`config.mk`:
```
export PLATFORM = sky130hd
export DESIGN_NAME = arc_dead_reckoning_odometry
export DESIGN_NICKNAME = d
export VERILOG_FILES = /design/src/design/ardo_pkg.sv /design/src/design/arc_dead_reckoning_odometry.sv
export SDC_FILE = /design/constraint.sdc
export NUM_CORES = 2
export LEC_CHECK = 0
export BUFFER_PORTS_ARGS = -buffer_cell sky130_fd_sc_hd__buf_2
export CAP_MARGIN = 10
export CORE_ASPECT_RATIO = 0.5
export CORE_MARGIN = 5
export CORE_UTILIZATION = 29
export DETAILED_ROUTE_END_ITERATION = 6
export GPL_ROUTABILITY_DRIVEN = 0
export GPL_TIMING_DRIVEN = 0
export MAX_ROUTING_LAYER = met4
export SYNTH_ARGS = -nofsm -noshare
export SYNTH_HDL_FRONTEND = slang
export SYNTH_SLANG_ARGS = --single-unit
```
`constraint.sdc`:
```
create_clock -name clk -period 14.2 [get_ports clk]
set_input_delay 0.71 -clock clk [delete_from_list [all_inputs] [get_ports clk]]
set_output_delay 0.71 -clock clk [all_outputs]
set_load 0.02 [all_outputs]
```
`src/design/ardo_pkg.sv`:
```
// ----------------------------------------------------------------------------
// ardo_pkg: arc odometry shared definitions
// State and phase codes, fixed-point constants and the series coefficient
// tables used by the odometry sequencer.
// ----------------------------------------------------------------------------
package ardo_pkg;

    localparam logic [15:0] CPM_RESET   = 16'd1140;
    localparam logic [31:0] PI_Q30      = 32'd3373259426;
    localparam logic [30:0] ONE_Q30     = 31'h4000_0000;
    localparam int          SER_TERMS   = 8;
    localparam int          DIV_STEPS   = 48;

    typedef enum logic [4:0] {
        ST_IDLE,
        ST_ANG,
        ST_SQR,
        ST_X2,
        ST_MT,
        ST_MM,
        ST_MD,
        ST_FIX,
        ST_PMUL,
        ST_PDIV,
        ST_DIV,
        ST_SXM,
        ST_TRIG,
        ST_XL,
        ST_XH,
        ST_XS,
        ST_YL,
        ST_YH,
        ST_YS,
        ST_DONE
    } ardo_state_t;

    typedef enum logic [1:0] {
        PH_SINC,
        PH_SIN,
        PH_COS
    } ardo_phase_t;

    // series denominators (2k)(2k+1) for sin(x)/x, (2k-1)(2k) for cos(x)
    function automatic logic [8:0] ser_den(input logic is_cos, input logic [2:0] k);
        logic [8:0] d;
        if (is_cos) begin
            unique case (k)
                3'd0: d = 9'd2;
                3'd1: d = 9'd12;
                3'd2: d = 9'd30;
                3'd3: d = 9'd56;
                3'd4: d = 9'd90;
                3'd5: d = 9'd132;
                3'd6: d = 9'd182;
                3'd7: d = 9'd240;
                default: d = 9'd2;
            endcase
        end else begin
            unique case (k)
                3'd0: d = 9'd6;
                3'd1: d = 9'd20;
                3'd2: d = 9'd42;
                3'd3: d = 9'd72;
                3'd4: d = 9'd110;
                3'd5: d = 9'd156;
                3'd6: d = 9'd210;
                3'd7: d = 9'd272;
                default: d = 9'd6;
            endcase
        end
        return d;
    endfunction

    // floor(2^32 / den): quotient estimate, low by at most one
    function automatic logic [31:0] ser_recip(input logic is_cos, input logic [2:0] k);
        logic [31:0] m;
        if (is_cos) begin
            unique case (k)
                3'd0: m = 32'd2147483648;
                3'd1: m = 32'd357913941;
                3'd2: m = 32'd143165576;
                3'd3: m = 32'd76695844;
                3'd4: m = 32'd47721858;
                3'd5: m = 32'd32537631;
                3'd6: m = 32'd23598721;
                3'd7: m = 32'd17895697;
                default: m = 32'd2147483648;
            endcase
        end else begin
            unique case (k)
                3'd0: m = 32'd715827882;
                3'd1: m = 32'd214748364;
                3'd2: m = 32'd102261126;
                3'd3: m = 32'd59652323;
                3'd4: m = 32'd39045157;
                3'd5: m = 32'd27531841;
                3'd6: m = 32'd20452225;
                3'd7: m = 32'd15790320;
                default: m = 32'd715827882;
            endcase
        end
        return m;
    endfunction

endpackage

```
`src/design/arc_dead_reckoning_odometry.sv`:
```
// ----------------------------------------------------------------------------
// arc_dead_reckoning_odometry: arc-model dead reckoning
// Integrates encoder and yaw deltas along a circular arc into a saturating
// x/y position, using one shared 32x32 multiplier and a bit-serial divider.
// ----------------------------------------------------------------------------
//  channel | signals                                   | dir
//  --------+-------------------------------------------+-----
//  in      | in_valid in_ready encoder_count yaw_angle | in
//  out     | out_valid out_ready pose_x/_y heading     | out
//  cfg     | cfg_valid cfg_ready counts_per_meter      | in
//
//  Each request runs three 8-term series, a 48-step divide by counts_per_meter
//  and the rotate/accumulate steps; the series and rotate steps use the one
//  shared multiplier, while the divide is bit-serial.
//  in_ready is high only in idle; a finished result waits in an output
//  register, so one more request is taken while out_ready is low.
//  Reset clears position, last count/heading and restores counts_per_meter.
// ----------------------------------------------------------------------------
module arc_dead_reckoning_odometry
    import ardo_pkg::*;
(
    input  logic               clk,
    input  logic               rst_n,
    input  logic               in_valid,
    output logic               in_ready,
    input  logic signed [31:0] encoder_count,
    input  logic signed [15:0] yaw_angle,
    output logic               out_valid,
    input  logic               out_ready,
    output logic signed [31:0] pose_x,
    output logic signed [31:0] pose_y,
    output logic signed [15:0] heading,
    input  logic               cfg_valid,
    output logic               cfg_ready,
    input  logic        [15:0] counts_per_meter
);

    ardo_state_t state_reg, state_next;
    ardo_phase_t phase_reg;

    logic [15:0] cpm_reg;
    logic [31:0] last_count_reg;
    logic [15:0] last_heading_reg;
    logic signed [31:0] pos_x_reg, pos_y_reg;

    logic [31:0] lmag_reg;
    logic        lneg_reg;
    logic [16:0] phi2_reg;
    logic [15:0] yaw_reg;
    logic [15:0] r_reg;
    logic [31:0] x_reg;
    logic [31:0] x2_reg;
    logic [30:0] t_reg;
    logic [31:0] v_reg;
    logic [31:0] q_reg;
    logic [2:0]  k_reg;
    logic [30:0] sinc_reg;
    logic [47:0] dq_reg;
    logic [15:0] rem_reg;
    logic [5:0]  cnt_reg;
    logic [30:0] c_reg, s_reg;
    logic        cneg_reg, sneg_reg;
    logic [54:0] pl_reg;
    logic [63:0] prod_reg;

    logic               out_valid_reg;
    logic signed [31:0] out_x_reg, out_y_reg;
    logic [15:0]        out_h_reg;

    logic [31:0] mul_a, mul_b;
    logic        in_take;
    logic        out_load;

    logic [31:0] du;
    logic        dneg;
    logic [15:0] dd;
    logic [15:0] dmag;
    logic [16:0] phi2;

    logic        is_cos;
    logic [8:0]  den;
    logic [31:0] rem_fix;
    logic [32:0] q_fix;
    logic [30:0] t_new;

    logic [15:0] cpm_eff;
    logic [16:0] rem_sh;
    logic        div_ge;

    logic [30:0] sx;
    logic [79:0] qsum;
    logic [48:0] qmag;

    function automatic logic signed [31:0] sat_add(input logic signed [31:0] acc,
                                                   input logic [48:0] mag,
                                                   input logic neg);
        logic signed [50:0] av;
        logic signed [50:0] mv;
        logic signed [50:0] s;
        av = {{19{acc[31]}}, acc};
        mv = $signed({2'b00, mag});
        s  = neg ? (av - mv) : (av + mv);
        if (s > $signed(51'h0_7FFF_FFFF))
            return 32'sh7FFF_FFFF;
        else if (s < $signed({{19{1'b1}}, 32'h8000_0000}))
            return 32'sh8000_0000;
        else
            return s[31:0];
    endfunction

    assign in_ready   = (state_reg == ST_IDLE);
    assign cfg_ready  = 1'b1;
    assign in_take    = in_valid && in_ready;
    assign out_load   = (state_reg == ST_DONE) && (!out_valid_reg || out_ready);
    assign out_valid  = out_valid_reg;
    assign pose_x     = out_x_reg;
    assign pose_y     = out_y_reg;
    assign heading    = out_h_reg;

    // request deltas
    assign du   = encoder_count - last_count_reg;
    assign dd   = yaw_angle - last_heading_reg;
    assign dneg = dd[15];
    assign dmag = dneg ? (16'd0 - dd) : dd;
    assign phi2 = {last_heading_reg, 1'b0} + {1'b0, dd} + {dneg, 16'd0};

    // series term correction
    assign is_cos  = (phase_reg == PH_COS);
    assign den     = ser_den(is_cos, k_reg);
    assign rem_fix = v_reg - prod_reg[31:0];
    assign q_fix   = {1'b0, q_reg} + {32'd0, (rem_fix >= {23'd0, den})};
    assign t_new   = (q_fix >= {2'b00, ONE_Q30}) ? 31'd0 : (ONE_Q30 - q_fix[30:0]);

    // divider step
    assign cpm_eff = (cpm_reg == 16'd0) ? 16'd1 : cpm_reg;
    assign rem_sh  = {rem_reg, dq_reg[47]};
    assign div_ge  = (rem_sh >= {1'b0, cpm_eff});

    assign sx   = prod_reg[60:30];
    assign qsum = {1'b0, prod_reg[54:0], 24'd0} + {25'd0, pl_reg};
    assign qmag = qsum[78:30];

    // next state
    always_comb
    begin
        state_next = state_reg;
        unique case (state_reg)
            ST_IDLE: if (in_take) state_next = ST_ANG;
            ST_ANG:  state_next = ST_SQR;
            ST_SQR:  state_next = ST_X2;
            ST_X2:   state_next = ST_MT;
            ST_MT:   state_next = ST_MM;
            ST_MM:   state_next = ST_MD;
            ST_MD:   state_next = ST_FIX;
            ST_FIX:
            begin
                if (k_reg != 3'd0 || phase_reg == PH_SIN)
                    state_next = ST_MT;
                else if (phase_reg == PH_SINC)
                    state_next = ST_PMUL;
                else
                    state_next = ST_SXM;
            end
            ST_PMUL: state_next = ST_PDIV;
            ST_PDIV: state_next = ST_DIV;
            ST_DIV:  if (cnt_reg == 6'(DIV_STEPS - 1)) state_next = ST_ANG;
            ST_SXM:  state_next = ST_TRIG;
            ST_TRIG: state_next = ST_XL;
            ST_XL:   state_next = ST_XH;
            ST_XH:   state_next = ST_XS;
            ST_XS:   state_next = ST_YL;
            ST_YL:   state_next = ST_YH;
            ST_YH:   state_next = ST_YS;
            ST_YS:   state_next = ST_DONE;
            ST_DONE: if (out_load) state_next = ST_IDLE;
            default: state_next = ST_IDLE;
        endcase
    end

    // shared multiplier operands
    always_comb
    begin
        mul_a = 32'd0;
        mul_b = 32'd0;
        unique case (state_reg)
            ST_ANG:
            begin
                mul_a = {16'd0, r_reg};
                mul_b = PI_Q30;
            end
            ST_SQR:
            begin
                mul_a = prod_reg[47:16];
                mul_b = prod_reg[47:16];
            end
            ST_MT:
            begin
                mul_a = x2_reg;
                mul_b = {1'b0, t_reg};
            end
            ST_MM:
            begin
                mul_a = prod_reg[61:30];
                mul_b = ser_recip(is_cos, k_reg);
            end
            ST_MD:
            begin
                mul_a = prod_reg[63:32];
                mul_b = {23'd0, den};
            end
            ST_PMUL:
            begin
                mul_a = lmag_reg;
                mul_b = {1'b0, sinc_reg};
            end
            ST_SXM:
            begin
                mul_a = x_reg;
                mul_b = {1'b0, sinc_reg};
            end
            ST_XL:
            begin
                mul_a = {8'd0, dq_reg[23:0]};
                mul_b = {1'b0, c_reg};
            end
            ST_XH:
            begin
                mul_a = {8'd0, dq_reg[47:24]};
                mul_b = {1'b0, c_reg};
            end
            ST_YL:
            begin
                mul_a = {8'd0, dq_reg[23:0]};
                mul_b = {1'b0, s_reg};
            end
            ST_YH:
            begin
                mul_a = {8'd0, dq_reg[47:24]};
                mul_b = {1'b0, s_reg};
            end
            default:
            begin
                mul_a = 32'd0;
                mul_b = 32'd0;
            end
        endcase
    end

    always_ff @(posedge clk)
    begin
        prod_reg <= mul_a * mul_b;
    end

    // control and architectural state
    always_ff @(posedge clk or negedge rst_n)
    begin
        if (!rst_n)
        begin
            state_reg        <= ST_IDLE;
            phase_reg        <= PH_SINC;
            cpm_reg          <= CPM_RESET;
            last_count_reg   <= 32'd0;
            last_heading_reg <= 16'd0;
            pos_x_reg        <= 32'sd0;
            pos_y_reg        <= 32'sd0;
            k_reg            <= 3'd0;
            cnt_reg          <= 6'd0;
            out_valid_reg    <= 1'b0;
        end
        else
        begin
            state_reg <= state_next;
            if (cfg_valid && cfg_ready)
                cpm_reg <= counts_per_meter;
            if (in_take)
            begin
                last_count_reg   <= encoder_count;
                last_heading_reg <= yaw_angle;
                phase_reg        <= PH_SINC;
            end
            if (state_reg == ST_X2)
                k_reg <= 3'(SER_TERMS - 1);
            if (state_reg == ST_FIX)
            begin
                if (k_reg != 3'd0)
                    k_reg <= k_reg - 3'd1;
                else if (phase_reg == PH_SIN)
                begin
                    k_reg     <= 3'(SER_TERMS - 1);
                    phase_reg <= PH_COS;
                end
            end
            if (state_reg == ST_PDIV)
                cnt_reg <= 6'd0;
            if (state_reg == ST_DIV)
            begin
                cnt_reg <= cnt_reg + 6'd1;
                if (cnt_reg == 6'(DIV_STEPS - 1))
                    phase_reg <= PH_SIN;
            end
            if (state_reg == ST_XS)
                pos_x_reg <= sat_add(pos_x_reg, qmag, lneg_reg ^ cneg_reg);
            if (state_reg == ST_YS)
                pos_y_reg <= sat_add(pos_y_reg, qmag, lneg_reg ^ sneg_reg);
            if (out_load)
                out_valid_reg <= 1'b1;
            else if (out_ready)
                out_valid_reg <= 1'b0;
        end
    end

    // datapath
    always_ff @(posedge clk)
    begin
        if (in_take)
        begin
            lneg_reg <= du[31];
            lmag_reg <= du[31] ? (32'd0 - du) : du;
            phi2_reg <= phi2;
            yaw_reg  <= yaw_angle;
            r_reg    <= dmag;
        end
        if (state_reg == ST_SQR)
            x_reg <= prod_reg[47:16];
        if (state_reg == ST_X2)
        begin
            x2_reg <= prod_reg[61:30];
            t_reg  <= ONE_Q30;
        end
        if (state_reg == ST_MM)
            v_reg <= prod_reg[61:30];
        if (state_reg == ST_MD)
            q_reg <= prod_reg[63:32];
        if (state_reg == ST_FIX)
        begin
            if (k_reg == 3'd0 && phase_reg == PH_SIN)
                t_reg <= ONE_Q30;
            else
                t_reg <= t_new;
            if (k_reg == 3'd0)
            begin
                if (phase_reg == PH_SINC || phase_reg == PH_SIN)
                    sinc_reg <= t_new;
            end
        end
        if (state_reg == ST_PDIV)
        begin
            dq_reg  <= prod_reg[61:14];
            rem_reg <= 16'd0;
        end
        if (state_reg == ST_DIV)
        begin
            dq_reg  <= {dq_reg[46:0], div_ge};
            rem_reg <= div_ge ? 16'(rem_sh - {1'b0, cpm_eff}) : rem_sh[15:0];
            if (cnt_reg == 6'(DIV_STEPS - 1))
                r_reg <= {1'b0, phi2_reg[14:0]};
        end
        if (state_reg == ST_TRIG)
        begin
            unique case (phi2_reg[16:15])
                2'd0:
                begin
                    c_reg <= t_reg; cneg_reg <= 1'b0;
                    s_reg <= sx;    sneg_reg <= 1'b0;
                end
                2'd1:
                begin
                    c_reg <= sx;    cneg_reg <= 1'b1;
                    s_reg <= t_reg; sneg_reg <= 1'b0;
                end
                2'd2:
                begin
                    c_reg <= t_reg; cneg_reg <= 1'b1;
                    s_reg <= sx;    sneg_reg <= 1'b1;
                end
                default:
                begin
                    c_reg <= sx;    cneg_reg <= 1'b0;
                    s_reg <= t_reg; sneg_reg <= 1'b1;
                end
            endcase
        end
        if (state_reg == ST_XH || state_reg == ST_YH)
            pl_reg <= prod_reg[54:0];
        if (out_load)
        begin
            out_x_reg <= pos_x_reg;
            out_y_reg <= pos_y_reg;
            out_h_reg <= yaw_reg;
        end
    end

endmodule

```
==> results by group <==
Run status
  – Outcome: finished with violations
  – Failing checks: DRC

Critical path
  – Critical path arrival: 14480 ps
  – WP data required: 14820 ps
  – Critical path fanouts, max: 24
  – Critical path's largest stage delay: 980 ps
  – CP Class: reg2reg
  – Top Family by Delay on Critical Path: adder cells
  – R2R Setup Slk: 340 ps
  – Critical path launch point type: flip-flop
  – Worst path most repeated cell: fa_1
  – Critical path's slowest cell: a21oi_2
  – CP bufs+invs: 9
  – Critical Path Sink Type: flip-flop

STA
  – Hold Vio Cnt, Final: 0
  – Minimum clock period: about 14000 ps
  – Measured slew at the worst slew-check pin: between 1000 and 1500 ps
  – Final worst slack: 339 ps
  – Clock Skews: 39.0 ps
  – WHS: 240 ps
  – Endpoints failing setup: 0
  – Fmax: between 70 and 80 MHz
  – Max-slew headroom: ~6.2%
  – Fin crit share: 97.6%
  – RSZ-0062 raised after global routing: false
  – Setup tns final: 0 ps
  – Max Slew Vio Count: 0

Layout
  – Most frequent cells in the layout: inv_1 (1197), nand2_1 (1043), nor2_1 (945)
  – Final Cell Area: around 88000 um^2
  – Nets@finish: 10500
  – Share of cells above drive strength 1: 6.04%
  – Area Overhead vs Synth: 11.0%
  – Largest register FFs: 64
  – Filler instances: 28100
  – Most common cell after layout, fill and taps aside: inv_1

GRT
  – First-pass GRT wire length: 427 mm
  – GRT Overall Usage: 20.6%
  – Grt total ovfl: 0
  – Pin count of the biggest net entering global routing: 100
  – Antenna violations before repair: 12
  – Vias in the first global route: 64900

Floorplan
  – Die Ht: 379 um
  – I/O pins: 152
  – Core area: 271000 um^2
  – Die width: 748 um
  – Initial core utilization: 29.2%
  – # rows: roughly 140
  – Die area: 283000 um^2

Synthesis
  – Yosys warns: 0
  – Yosys cell types: 106
  – Syn avg cell area: 9.03 um^2
  – Syn Inst Count: 8747
  – Post-synth EDFFs: 495
  – Syn Nets: 10200
  – Total of flip-flops plus latches after synthesis: approximately 700
  – Netlist Area Pre-Place: 79000 um^2
  – Asr flop ratio synth: 20.1%
  – Sequential element share of the synthesized area: 25.5%
  – Main synth FF type: edfxtp_1

Drt
  – Number of DRC markers in iteration 0: 8625
  – Antenna-violating nets left: 0
  – Vias per inst: approximately 5.3
  – Via count: 67900
  – DRT Pass-1 Iters: 7
  – # DRC: 1
  – Wirelength per Cell: 22.8 um
  – WL final: 290 mm

Clock network
  – H-tree levels: 3
  – Clock transition at path regs: approximately 70 ps
  – CTS buffer count: 70
  – Worst-Skew Late Latency: 690 ps
  – Sink Count: a little over 700
  – Clock Path Buffers: 3
  – Root Buffer: clkbuf_16
  – TritonCTS clock tree: yes

Placement
  – Dpl ws: 768 ps
  – IO buf count: 150
  – Post-DP HPWL: 236 mm
  – Placed cell areas: 85100 um^2

Job
  – Maxcap violations: 0

Min path
  – Hold crit path type: in2reg
[metal layers]
layer | share of wire (%) | GRT usage (%)
met1 | 41 | 26.9
met2 | 41 | 29.6
met3 | 12 | 5.67
met4 | 6.0 | 9.77
met5 | 0 | -
[final cells by class]
type	instances	area (um^2)	area share, %
multi-input combinational	6405	52900	60.4
clock buffer	85	1960	2.24
antenna	9	22.5	0.0257
clock inverter	44	479	0.547
tap	3630	4540	5.18
sequential	720	20100	22.9
timing repair buffer	212	1460	1.67
buffer	422	1650	1.89
inverter	1200	4500	5.14
[final timing paths]
path / from / endpoint / cells after the start
max in group asynchronous: rst_n / pos_y_reg[8]$_DFFE_PN0P_ / 3
worst min register to register: yaw_reg[4]$_DFFE_PP_ / heading[4]$_DFFE_PP_ / 0
min in group asynchronous: rst_n / last_count_reg[17]$_DFFE_PN0P_ / 2
worst min-delay path: yaw_angle[0] / yaw_reg[0]$_DFFE_PP_ / 1
worst max register to register: state_reg[0]$_DFFE_PN0P_ / prod_reg[62]$_DFF_P_ / 37
worst max-delay path: state_reg[0]$_DFFE_PN0P_ / prod_reg[62]$_DFF_P_ / 37
[synthesized netlist by cell type, types with 141 or more instances]
master / instances / area, um^2
clkbuf_1: 365 / 1370
nor2_1: 947 / 3550
inv_1: 1198 / 4500
edfxtp_1: 495 / 14900
ha_1: 530 / 6630
fa_1: 903 / 18100
nor3_1: 146 / 731
o21ai_0: 338 / 1690
a21oi_1: 413 / 2070
nand2_1: 1043 / 3920
nand3_1: 141 / 706
xnor2_1: 251 / 2200
xor2_1: 191 / 1670
[cells by family (layout without fill, tap and decap cells)]
logic type      Yosys count  after routing  share of synthesized area (%)
fa+ha+maj              1433           1433                           31.3
flops                   720            720                           25.5
xor+xnor                442            442                           4.90
buf+inv                1622           1963                           7.79
simple gates           2823           2823                           15.9
compound gates         1601           1601                           13.2
mux                     105            105                           1.45
other cells               1             10                        0.00475
[timing repair]
item | 4_1_cts | 5_1_grt
endpoints found under the hold margin | 46 | 0
buffers inserted | 0 | 0
hold buffers | 1 | 0
resized for setup | 0 | 0
[through the flow]
step / instances / util [%]
final: 12700 / 32.4
after global routing: 12700 / 32.3
after CTS: 12700 / 32.3
after detailed placement: 12600 / 31.4
after global placement: 12500 / 31.1
after floorplan: 8747 / -
Power is left out: the tool's default activity adds up to more than one toggle a clock period on the data nets, which glitch-free logic cannot reach.
